===== src/rtl/rncc_pkg.sv =====
// shared types and constants for the rgb normalized correlation unit
`timescale 1ns / 1ps

package rncc_pkg;

    localparam int CHAN_W           = 8;
    localparam int CHANNEL_BITS_DEF = 8;
    localparam int N_CHAN           = 3;
    localparam int N_PROD           = 3 * N_CHAN;
    localparam int STEP_W           = $clog2(N_PROD + 1);

    localparam int SUM_W            = 30;
    localparam logic [SUM_W-1:0] SUM_MAX = {SUM_W{1'b1}};

    localparam int PROD_W           = 2 * SUM_W;
    localparam int ROOT_W           = PROD_W / 2;
    localparam int FRAC_SHIFT       = 16;
    localparam int NUM_W            = SUM_W + FRAC_SHIFT + 1;
    localparam int FRAC_W           = FRAC_SHIFT + 1;
    localparam logic [FRAC_W-1:0] ONE_Q16 = FRAC_W'(1 << FRAC_SHIFT);

    typedef struct packed {
        logic busy;
        logic done;
    } unit_stat_t;

    typedef enum logic [2:0] {
        ST_IDLE,
        ST_MUL,
        ST_CHECK,
        ST_ROOT_GO,
        ST_ROOT_WAIT,
        ST_DIV_GO,
        ST_DIV_WAIT,
        ST_OUT
    } state_t;

endpackage


===== src/rtl/rncc_in_if.sv =====
// pixel pair channel
`timescale 1ns / 1ps

interface rncc_in_if;

    logic                      valid;
    logic                      ready;
    logic [rncc_pkg::CHAN_W-1:0] first_red;
    logic [rncc_pkg::CHAN_W-1:0] first_green;
    logic [rncc_pkg::CHAN_W-1:0] first_blue;
    logic [rncc_pkg::CHAN_W-1:0] second_red;
    logic [rncc_pkg::CHAN_W-1:0] second_green;
    logic [rncc_pkg::CHAN_W-1:0] second_blue;
    logic                      last_pixel;

    modport source (
        output valid, first_red, first_green, first_blue,
               second_red, second_green, second_blue, last_pixel,
        input  ready
    );

    modport sink (
        input  valid, first_red, first_green, first_blue,
               second_red, second_green, second_blue, last_pixel,
        output ready
    );

endinterface


===== src/rtl/rncc_out_if.sv =====
// correlation result channel
`timescale 1ns / 1ps

interface rncc_out_if;

    logic                        valid;
    logic                        ready;
    logic [rncc_pkg::FRAC_W-1:0] ncc_fraction;
    logic                        zero_energy;

    modport source (
        output valid, ncc_fraction, zero_energy,
        input  ready
    );

    modport sink (
        input  valid, ncc_fraction, zero_energy,
        output ready
    );

endinterface


===== src/rtl/rncc_isqrt.sv =====
// iterative integer square root, two radicand bits per cycle
`timescale 1ns / 1ps

module rncc_isqrt (
    input  logic                          clk,
    input  logic                          rst_n,
    input  logic                          start,
    input  logic [rncc_pkg::PROD_W-1:0]   radicand,
    output logic [rncc_pkg::ROOT_W-1:0]   root,
    output rncc_pkg::unit_stat_t          stat
);

    localparam int PW    = rncc_pkg::PROD_W;
    localparam int RW    = rncc_pkg::ROOT_W;
    localparam int REM_W = RW + 3;
    localparam int CNT_W = $clog2(RW);

    logic [PW-1:0]    x_reg, x_next;
    logic [REM_W-1:0] rem_reg, rem_next;
    logic [RW-1:0]    root_reg, root_next;
    logic [CNT_W-1:0] cnt_reg, cnt_next;
    logic             busy_reg, busy_next;
    logic             done_reg, done_next;

    logic [REM_W-1:0] rem_sh;
    logic [REM_W-1:0] trial;

    assign rem_sh = {rem_reg[REM_W-3:0], x_reg[PW-1:PW-2]};
    assign trial  = {1'b0, root_reg, 2'b01};

    always_comb
    begin
        x_next    = x_reg;
        rem_next  = rem_reg;
        root_next = root_reg;
        cnt_next  = cnt_reg;
        busy_next = busy_reg;
        done_next = 1'b0;
        if (start)
        begin
            x_next    = radicand;
            rem_next  = '0;
            root_next = '0;
            cnt_next  = CNT_W'(RW - 1);
            busy_next = 1'b1;
        end
        else if (busy_reg)
        begin
            x_next = {x_reg[PW-3:0], 2'b00};
            if (rem_sh >= trial)
            begin
                rem_next  = rem_sh - trial;
                root_next = {root_reg[RW-2:0], 1'b1};
            end
            else
            begin
                rem_next  = rem_sh;
                root_next = {root_reg[RW-2:0], 1'b0};
            end
            cnt_next = cnt_reg - 1'b1;
            if (cnt_reg == '0)
            begin
                busy_next = 1'b0;
                done_next = 1'b1;
            end
        end
    end

    always_ff @(posedge clk or negedge rst_n)
    begin
        if (!rst_n)
        begin
            cnt_reg  <= '0;
            busy_reg <= 1'b0;
            done_reg <= 1'b0;
        end
        else
        begin
            cnt_reg  <= cnt_next;
            busy_reg <= busy_next;
            done_reg <= done_next;
        end
    end

    always_ff @(posedge clk)
    begin
        x_reg    <= x_next;
        rem_reg  <= rem_next;
        root_reg <= root_next;
    end

    assign root      = root_reg;
    assign stat.busy = busy_reg;
    assign stat.done = done_reg;

endmodule


===== src/rtl/rncc_div.sv =====
// restoring divider, one quotient bit per cycle
`timescale 1ns / 1ps

module rncc_div (
    input  logic                          clk,
    input  logic                          rst_n,
    input  logic                          start,
    input  logic [rncc_pkg::NUM_W-1:0]    numerator,
    input  logic [rncc_pkg::ROOT_W-1:0]   denominator,
    output logic [rncc_pkg::NUM_W-1:0]    quotient,
    output rncc_pkg::unit_stat_t          stat
);

    localparam int NW    = rncc_pkg::NUM_W;
    localparam int DW    = rncc_pkg::ROOT_W;
    localparam int CNT_W = $clog2(NW);

    logic [NW-1:0]    num_reg, num_next;
    logic [DW-1:0]    den_reg, den_next;
    logic [DW-1:0]    rem_reg, rem_next;
    logic [CNT_W-1:0] cnt_reg, cnt_next;
    logic             busy_reg, busy_next;
    logic             done_reg, done_next;

    logic [DW:0]      rem_sh;
    logic [DW:0]      rem_sub;

    assign rem_sh  = {rem_reg, num_reg[NW-1]};
    assign rem_sub = rem_sh - {1'b0, den_reg};

    always_comb
    begin
        num_next  = num_reg;
        den_next  = den_reg;
        rem_next  = rem_reg;
        cnt_next  = cnt_reg;
        busy_next = busy_reg;
        done_next = 1'b0;
        if (start)
        begin
            num_next  = numerator;
            den_next  = denominator;
            rem_next  = '0;
            cnt_next  = CNT_W'(NW - 1);
            busy_next = 1'b1;
        end
        else if (busy_reg)
        begin
            if (rem_sh >= {1'b0, den_reg})
            begin
                rem_next = rem_sub[DW-1:0];
                num_next = {num_reg[NW-2:0], 1'b1};
            end
            else
            begin
                rem_next = rem_sh[DW-1:0];
                num_next = {num_reg[NW-2:0], 1'b0};
            end
            cnt_next = cnt_reg - 1'b1;
            if (cnt_reg == '0)
            begin
                busy_next = 1'b0;
                done_next = 1'b1;
            end
        end
    end

    always_ff @(posedge clk or negedge rst_n)
    begin
        if (!rst_n)
        begin
            cnt_reg  <= '0;
            busy_reg <= 1'b0;
            done_reg <= 1'b0;
        end
        else
        begin
            cnt_reg  <= cnt_next;
            busy_reg <= busy_next;
            done_reg <= done_next;
        end
    end

    always_ff @(posedge clk)
    begin
        num_reg <= num_next;
        den_reg <= den_next;
        rem_reg <= rem_next;
    end

    assign quotient  = num_reg;
    assign stat.busy = busy_reg;
    assign stat.done = done_reg;

endmodule


===== src/rtl/rgb_normalized_correlation_unit.sv =====
// top level: patch sums on a shared multiplier, then square root and divide
// a pixel pair is taken only in idle, so not while one is in work: its nine products go
// through the one 30x30 multiplier, with one register stage before each sum update
// a last pair adds the energy product, then the square root, then the divide
// results sit in an output register, so the next pair is taken while one waits
// reset clears the three sums, the sequencer and the output valid flag
`timescale 1ns / 1ps

module rgb_normalized_correlation_unit #(
    parameter int CHANNEL_BITS = rncc_pkg::CHANNEL_BITS_DEF
) (
    input  logic        clk,
    input  logic        rst_n,
    rncc_in_if.sink     pix,
    rncc_out_if.source  res
);

    localparam int CW = rncc_pkg::CHAN_W;
    localparam int SW = rncc_pkg::SUM_W;
    localparam int PW = rncc_pkg::PROD_W;
    localparam int RW = rncc_pkg::ROOT_W;
    localparam int NW = rncc_pkg::NUM_W;
    localparam int FW = rncc_pkg::FRAC_W;
    localparam int TW = rncc_pkg::STEP_W;
    localparam logic [CW-1:0] CHAN_MASK = CW'((1 << CHANNEL_BITS) - 1);

    rncc_pkg::state_t state_reg, state_next;
    logic [TW-1:0]    step_reg, step_next;
    logic [TW-1:0]    acc_idx;

    logic [CW-1:0]    a_reg [rncc_pkg::N_CHAN];
    logic [CW-1:0]    b_reg [rncc_pkg::N_CHAN];
    logic             last_reg;

    logic [SW-1:0]    cross_reg, cross_next;
    logic [SW-1:0]    fe_reg, fe_next;
    logic [SW-1:0]    se_reg, se_next;

    logic             mul_en;
    logic [SW-1:0]    mul_a, mul_b;
    logic [PW-1:0]    mul_out;
    logic [PW-1:0]    prod_reg;

    logic [FW-1:0]    frac_reg, frac_next;
    logic             zero_reg, zero_next;
    logic             out_valid_reg, out_valid_next;
    logic [FW-1:0]    out_frac_reg;
    logic             out_zero_reg;
    logic             out_load;

    logic             root_start;
    logic [RW-1:0]    root;
    rncc_pkg::unit_stat_t root_stat;

    logic             div_start;
    logic [NW-1:0]    div_num;
    logic [NW-1:0]    div_num_round;
    logic [NW-1:0]    quotient;
    rncc_pkg::unit_stat_t div_stat;

    logic             pix_take;

    function automatic logic [SW-1:0] sat_add(input logic [SW-1:0] acc,
                                              input logic [SW-1:0] inc);
        logic [SW:0] s;
        s = {1'b0, acc} + {1'b0, inc};
        return s[SW] ? rncc_pkg::SUM_MAX : s[SW-1:0];
    endfunction

    rncc_isqrt u_isqrt (
        .clk      (clk),
        .rst_n    (rst_n),
        .start    (root_start),
        .radicand (prod_reg),
        .root     (root),
        .stat     (root_stat)
    );

    rncc_div u_div (
        .clk         (clk),
        .rst_n       (rst_n),
        .start       (div_start),
        .numerator   (div_num_round),
        .denominator (root),
        .quotient    (quotient),
        .stat        (div_stat)
    );

    assign pix.ready = (state_reg == rncc_pkg::ST_IDLE);
    assign pix_take  = pix.valid && pix.ready;
    assign acc_idx   = step_reg - 1'b1;
    assign mul_out   = mul_a * mul_b;
    assign div_num   = {cross_reg, {rncc_pkg::FRAC_SHIFT{1'b0}}, 1'b0} >> 1;

    always_comb
    begin
        state_next = state_reg;
        step_next  = step_reg;
        cross_next = cross_reg;
        fe_next    = fe_reg;
        se_next    = se_reg;
        frac_next  = frac_reg;
        zero_next  = zero_reg;
        mul_en     = 1'b0;
        mul_a      = '0;
        mul_b      = '0;
        root_start = 1'b0;
        div_start  = 1'b0;
        out_load   = 1'b0;
        unique case (state_reg)
            rncc_pkg::ST_IDLE:
            begin
                step_next = '0;
                if (pix_take)
                begin
                    state_next = rncc_pkg::ST_MUL;
                end
            end
            rncc_pkg::ST_MUL:
            begin
                if (step_reg < TW'(rncc_pkg::N_PROD))
                begin
                    mul_en = 1'b1;
                    case (step_reg)
                        TW'(0): begin mul_a = SW'(a_reg[0]); mul_b = SW'(b_reg[0]); end
                        TW'(1): begin mul_a = SW'(a_reg[1]); mul_b = SW'(b_reg[1]); end
                        TW'(2): begin mul_a = SW'(a_reg[2]); mul_b = SW'(b_reg[2]); end
                        TW'(3): begin mul_a = SW'(a_reg[0]); mul_b = SW'(a_reg[0]); end
                        TW'(4): begin mul_a = SW'(a_reg[1]); mul_b = SW'(a_reg[1]); end
                        TW'(5): begin mul_a = SW'(a_reg[2]); mul_b = SW'(a_reg[2]); end
                        TW'(6): begin mul_a = SW'(b_reg[0]); mul_b = SW'(b_reg[0]); end
                        TW'(7): begin mul_a = SW'(b_reg[1]); mul_b = SW'(b_reg[1]); end
                        default: begin mul_a = SW'(b_reg[2]); mul_b = SW'(b_reg[2]); end
                    endcase
                end
                if (step_reg != '0)
                begin
                    case (acc_idx) inside
                        TW'(0), TW'(1), TW'(2):
                            cross_next = sat_add(cross_reg, prod_reg[SW-1:0]);
                        TW'(3), TW'(4), TW'(5):
                            fe_next = sat_add(fe_reg, prod_reg[SW-1:0]);
                        default:
                            se_next = sat_add(se_reg, prod_reg[SW-1:0]);
                    endcase
                end
                step_next = step_reg + 1'b1;
                if (step_reg == TW'(rncc_pkg::N_PROD))
                begin
                    step_next  = '0;
                    state_next = last_reg ? rncc_pkg::ST_CHECK : rncc_pkg::ST_IDLE;
                end
            end
            rncc_pkg::ST_CHECK:
            begin
                if (fe_reg == '0 || se_reg == '0)
                begin
                    frac_next  = '0;
                    zero_next  = 1'b1;
                    state_next = rncc_pkg::ST_OUT;
                end
                else
                begin
                    mul_en     = 1'b1;
                    mul_a      = fe_reg;
                    mul_b      = se_reg;
                    state_next = rncc_pkg::ST_ROOT_GO;
                end
            end
            rncc_pkg::ST_ROOT_GO:
            begin
                root_start = 1'b1;
                state_next = rncc_pkg::ST_ROOT_WAIT;
            end
            rncc_pkg::ST_ROOT_WAIT:
            begin
                if (root_stat.done)
                begin
                    state_next = rncc_pkg::ST_DIV_GO;
                end
            end
            rncc_pkg::ST_DIV_GO:
            begin
                div_start  = 1'b1;
                state_next = rncc_pkg::ST_DIV_WAIT;
            end
            rncc_pkg::ST_DIV_WAIT:
            begin
                if (div_stat.done)
                begin
                    if (quotient > NW'(rncc_pkg::ONE_Q16))
                    begin
                        frac_next = rncc_pkg::ONE_Q16;
                    end
                    else
                    begin
                        frac_next = quotient[FW-1:0];
                    end
                    zero_next  = 1'b0;
                    state_next = rncc_pkg::ST_OUT;
                end
            end
            rncc_pkg::ST_OUT:
            begin
                if (!out_valid_reg || res.ready)
                begin
                    out_load   = 1'b1;
                    cross_next = '0;
                    fe_next    = '0;
                    se_next    = '0;
                    state_next = rncc_pkg::ST_IDLE;
                end
            end
            default:
            begin
                state_next = rncc_pkg::ST_IDLE;
            end
        endcase
    end

    // rounding term: half the root added on top of the shifted cross sum
    assign div_num_round = div_num + NW'(root >> 1);

    always_comb
    begin
        out_valid_next = out_valid_reg;
        if (out_load)
        begin
            out_valid_next = 1'b1;
        end
        else if (res.ready)
        begin
            out_valid_next = 1'b0;
        end
    end

    always_ff @(posedge clk or negedge rst_n)
    begin
        if (!rst_n)
        begin
            state_reg     <= rncc_pkg::ST_IDLE;
            step_reg      <= '0;
            cross_reg     <= '0;
            fe_reg        <= '0;
            se_reg        <= '0;
            out_valid_reg <= 1'b0;
        end
        else
        begin
            state_reg     <= state_next;
            step_reg      <= step_next;
            cross_reg     <= cross_next;
            fe_reg        <= fe_next;
            se_reg        <= se_next;
            out_valid_reg <= out_valid_next;
        end
    end

    always_ff @(posedge clk)
    begin
        if (pix_take)
        begin
            a_reg[0] <= pix.first_red    & CHAN_MASK;
            a_reg[1] <= pix.first_green  & CHAN_MASK;
            a_reg[2] <= pix.first_blue   & CHAN_MASK;
            b_reg[0] <= pix.second_red   & CHAN_MASK;
            b_reg[1] <= pix.second_green & CHAN_MASK;
            b_reg[2] <= pix.second_blue  & CHAN_MASK;
            last_reg <= pix.last_pixel;
        end
        if (mul_en)
        begin
            prod_reg <= mul_out;
        end
        frac_reg <= frac_next;
        zero_reg <= zero_next;
        if (out_load)
        begin
            out_frac_reg <= frac_reg;
            out_zero_reg <= zero_reg;
        end
    end

    assign res.valid        = out_valid_reg;
    assign res.ncc_fraction = out_frac_reg;
    assign res.zero_energy  = out_zero_reg;

    assert property (@(posedge clk) disable iff (!rst_n)
        res.valid && res.zero_energy |-> res.ncc_fraction == '0)
        else $error("zero energy result with nonzero fraction");

    assert property (@(posedge clk) disable iff (!rst_n)
        res.valid |-> res.ncc_fraction <= rncc_pkg::ONE_Q16)
        else $error("fraction above one");

    assert property (@(posedge clk) disable iff (!rst_n)
        root_stat.busy || div_stat.busy |-> !root_start && !div_start)
        else $error("arithmetic unit restarted while busy");

    assert property (@(posedge clk) disable iff (!rst_n)
        pix.valid && pix.ready |=> !pix.ready)
        else $error("pixel pair taken while previous pair in work");

endmodule

===== src/flat_wrapper.sv =====
// flat-port wrapper written by rule: the top's interface ports become plain ports
module rgb_normalized_correlation_unit_flat 
#(
    parameter int CHANNEL_BITS = rncc_pkg::CHANNEL_BITS_DEF
)
  (clk, rst_n, pix_valid, pix_first_red, pix_first_green, pix_first_blue, pix_second_red, pix_second_green, pix_second_blue, pix_last_pixel, pix_ready, res_valid, res_ncc_fraction, res_zero_energy, res_ready);
  rncc_in_if pix_i ();
  rncc_out_if res_i ();
  input  logic clk;
  input  logic rst_n;
  input wire logic [$bits(pix_i.valid)-1:0] pix_valid;
  input wire logic [$bits(pix_i.first_red)-1:0] pix_first_red;
  input wire logic [$bits(pix_i.first_green)-1:0] pix_first_green;
  input wire logic [$bits(pix_i.first_blue)-1:0] pix_first_blue;
  input wire logic [$bits(pix_i.second_red)-1:0] pix_second_red;
  input wire logic [$bits(pix_i.second_green)-1:0] pix_second_green;
  input wire logic [$bits(pix_i.second_blue)-1:0] pix_second_blue;
  input wire logic [$bits(pix_i.last_pixel)-1:0] pix_last_pixel;
  output wire logic [$bits(pix_i.ready)-1:0] pix_ready;
  output wire logic [$bits(res_i.valid)-1:0] res_valid;
  output wire logic [$bits(res_i.ncc_fraction)-1:0] res_ncc_fraction;
  output wire logic [$bits(res_i.zero_energy)-1:0] res_zero_energy;
  input wire logic [$bits(res_i.ready)-1:0] res_ready;
  assign pix_i.valid = pix_valid;
  assign pix_i.first_red = pix_first_red;
  assign pix_i.first_green = pix_first_green;
  assign pix_i.first_blue = pix_first_blue;
  assign pix_i.second_red = pix_second_red;
  assign pix_i.second_green = pix_second_green;
  assign pix_i.second_blue = pix_second_blue;
  assign pix_i.last_pixel = pix_last_pixel;
  assign pix_ready = pix_i.ready;
  assign res_valid = res_i.valid;
  assign res_ncc_fraction = res_i.ncc_fraction;
  assign res_zero_energy = res_i.zero_energy;
  assign res_i.ready = res_ready;
  rgb_normalized_correlation_unit #(.CHANNEL_BITS(CHANNEL_BITS)) u_core (.clk(clk), .rst_n(rst_n), .pix(pix_i), .res(res_i));
endmodule

===== config.mk =====
export PLATFORM = sky130hd
export DESIGN_NAME = rgb_normalized_correlation_unit_flat
export DESIGN_NICKNAME = d
export VERILOG_FILES = /design/src/rtl/rncc_pkg.sv /design/src/rtl/rncc_in_if.sv /design/src/rtl/rncc_out_if.sv /design/src/rtl/rncc_isqrt.sv /design/src/rtl/rncc_div.sv /design/src/rtl/rgb_normalized_correlation_unit.sv /design/src/flat_wrapper.sv
export SDC_FILE = /design/constraint.sdc
export NUM_CORES = 2
export LEC_CHECK = 0
export BUFFER_PORTS_ARGS = -buffer_cell sky130_fd_sc_hd__buf_4
export CAP_MARGIN = 10
export CELL_PAD_IN_SITES_DETAIL_PLACEMENT = 1
export CELL_PAD_IN_SITES_GLOBAL_PLACEMENT = 2
export CORE_MARGIN = 5
export CORE_UTILIZATION = 41
export CTS_CLUSTER_SIZE = 20
export DETAILED_ROUTE_END_ITERATION = 6
export HOLD_SLACK_MARGIN = 0.12
export PLACE_DENSITY_LB_ADDON = 0.3
export SLEW_MARGIN = 20
export SYNTH_ARGS = -nofsm -noshare
export SYNTH_HDL_FRONTEND = slang
export SYNTH_SLANG_ARGS = --single-unit

===== constraint.sdc =====
create_clock -name clk -period 12.4 [get_ports clk]
set_clock_uncertainty 0.2 [all_clocks]
set_input_delay 0.62 -clock clk [delete_from_list [all_inputs] [get_ports clk]]
set_output_delay 0.62 -clock clk [all_outputs]
set_load 0.02 [all_outputs]

==> results.json <==
{
  "grt-ovfl-total": 0,
  "clk_path_buf_depth": 3,
  "die_h_um": 386,
  "post_cts_resize_count": 0,
  "die-area_sq_mm": 0.149,
  "max_slew.worst_pin.slew_ns": 1.13,
  "slew-limit-headroom_pct": 24.9,
  "hold_violations": 0,
  "drt_iter0_drc": 3270,
  "grt_pass1_wl_mm": 309,
  "first_pass_iters": 5,
  "grt_antenna_before_repair": 10,
  "stdcell_count": 8347,
  "die_w_um": 386,
  "grt_pass1_vias": 49700,
  "syn2layout_area_growth_pct": 8.88,
  "port_buffers": 72,
  "multiInputGateArea_sq_mm": 0.0400,
  "max_cap_violations": 0,
  "register_area_sq_mm": 0.0131,
  "synth_ff_type": "edfxtp_1",
  "finalMaxSlewViolations": 0,
  "postCtsSetupRepairBufs": 0,
  "whs_ns": 0.204,
  "crit_path_end_kind": "flip-flop",
  "fmax_mhz": 88.4,
  "finalSetupViolations": 0,
  "synthTopCellsByCount": "950 x inv_1, 934 x nand2_1, 785 x fa_1",
  "htree_levels": 2,
  "post_drt_wl_per_cell_um": 24.2,
  "required_ns": 12.62,
  "start_util_pct": 41.1,
  "cp_max_fo": 60,
  "synth_area_sq_mm": 0.0580,
  "max_stage_delay_ns": 0.71,
  "ys_types": 101,
  "vias": 46800,
  "cp_slowest_cell": "o21a_1",
  "crit_family": "adder cells",
  "coreArea_sq_mm": 0.141,
  "avgSynthCellArea_sq_um": 9.00,
  "cts_tree": "built",
  "drc_errors": 0,
  "cts-buffers-inserted": 54,
  "syn_inst": 6448,
  "fin_util_pct": 44.8,
  "mappedNetlistNets": 7703,
  "crit_buf_inv": 9,
  "rows": 138,
  "synth_top_area_share_pct": 27.1,
  "p_per_area_mw_per_mm2": 180,
  "antenna_left": 0,
  "hold_class": "flip-flop to flip-flop",
  "fillCellCount": 16300,
  "ys_ff_latch": 486,
  "synth_top_cell_by_area": "fa_1",
  "p_leak_nw": 29.7,
  "rsz0062_at_grt": "false",
  "synthTopCellsByArea": "fa_1 27%, edfxtp_1 15%, ha_1 9.0%, inv_1 6.1%, nand2_1 6.0%",
  "synth_edf_count": 282,
  "synth.most_common_cell": "inv_1",
  "path_class": "flip-flop to flip-flop",
  "hpwlAfterDp_mm": 156,
  "root_buffer": "clkbuf_16",
  "vias_per_cell": 5.60,
  "hold_buffers": 50,
  "crit_top_cell": "fa_1",
  "clkSinkCount": 486,
  "gp_congestion": 0.897,
  "crit_path_start_kind": "flip-flop",
  "fin_nets": 7666,
  "clock_latency_ns": 0.66,
  "setup_tns_ns": 0,
  "grt_max_degree": 117,
  "clk_pin_slew_ns": 0.08,
  "fin_crit_sh_pct": 91.2,
  "pin_count": 73,
  "status": "finished, final reports clean",
  "drive_above_1_share_pct": 6.10,
  "cp.arrival_ns": 11.54,
  "ir_worst_vdd_uv": 146,
  "yosysSeqAreaShare_pct": 22.6,
  "async_flop_share_pct": 23.3,
  "ys_warn_count": 0,
  "dp.cells": 8193,
  "period_needed_ns": 11.31,
  "track_usage_pct": 27.2,
  "drt_wl_total_mm": 202
}
[report_power, final]
part,total (W),internal [W],leakage [nW],switching [W]
combinational,0.00634,0.00227,23.7,0.00408
clock,0.00187,0.00110,0.956,0.000770
sequential,0.00313,0.00249,5.00,0.000643
total,0.0113,0.00585,29.7,0.00549
[cell families (layout without fill, tap and decap cells)]
family,after synthesis,count (layout),share of synthesized area [%]
and+or+nand+nor,2071,2071,16.0
buffers and inverters,1298,1306,8.58
muxes,85,85,1.48
other,0,1,0
DFF,486,486,22.6
xor gates and xnor gates,201,201,3.04
adders and majority gates,1202,1202,36.1
AOI/OAI and AO/OA,1105,1105,12.2
[stage by stage]
stage               instance area [sq um]  power, W  setup slack, ns
CTS                                 63100    0.0113             1.02
detailed placement                  60600   0.00937             1.03
global placement                    60600   0.00923            0.980
finish                              63200    0.0113             1.09
global route                        63200    0.0121            0.567
floorplan                           58000   0.00728             3.46
[worst register-to-register path: cells and delay by family (launching register included)]
family          cells  cell delay [ns]
flops               1             0.53
compound gates      7             2.65
fa+ha+maj           9             4.17
simple gates        9             2.53
buf+inv             9             1.00
[cell usage in the layout (no fill, tap or decap), drive strengths merged, types with 50 or more instances in the layout]
cell type / Yosys / final
inv: 951 / 954
buf: 83 / 204
fa: 785 / 785
and2: 74 / 74
mux2i: 78 / 78
nor2: 501 / 501
nor3: 50 / 50
a21oi: 313 / 313
nand3: 108 / 108
and3: 163 / 163
ha: 417 / 417
edfxtp: 282 / 282
clkbuf: 264 / 61
o21ai: 273 / 273
dlygate4sd3: 0 / 50
a211oi: 59 / 59
nand2b: 50 / 50
a31oi: 82 / 82
nand2: 934 / 934
xor2: 70 / 70
dfxtp: 91 / 91
dfrtp: 113 / 113
a21o: 111 / 111
xnor2: 131 / 131
[layout make-up]
| class | count | share of cell area, % |
|---|---|---|
| multi-input cells | 4664 | 63.4 |
| repair buffers | 254 | 3.29 |
| clock buffers | 61 | 2.23 |
| diodes | 1 | 0.00396 |
| inverters | 951 | 5.65 |
| clock inverters | 40 | 0.943 |
| flip-flops and latches | 486 | 20.8 |
| well taps | 1890 | 3.74 |
[metal layers]
metal | part of all wire (%) | wire length [um] | vias up | GRT usage, %
li1 | - | - | 21100 | -
met1 | 45 | 91000 | 24100 | 38.4
met2 | 45 | 90500 | 1326 | 42.6
met3 | 6.7 | 13600 | 275 | 5.01
met4 | 3.5 | 7080 | 8 | 8.29
met5 | 0.032 | 65 | - | 0
[worst paths after layout]
| check | from | endpoint | slack, ns | depth (start not counted) |
|---|---|---|---|---|
| max | u_core.se_reg[21] | u_core.prod_reg[56] | 1.09 | 34 |
| min | u_core.frac_reg[11] | u_core.res.ncc_fraction[11] | 0.20 | 0 |
| max reg2reg | u_core.se_reg[21] | u_core.prod_reg[56] | 1.09 | 34 |
| min reg2reg | u_core.frac_reg[11] | u_core.res.ncc_fraction[11] | 0.20 | 0 |
| max in group asynchronous | rst_n | u_core.se_reg[25] | 10.30 | 3 |
| min in group asynchronous | rst_n | u_core.u_div.cnt_reg[4] | 0.31 | 2 |
(Power assumes the default switching activity.)
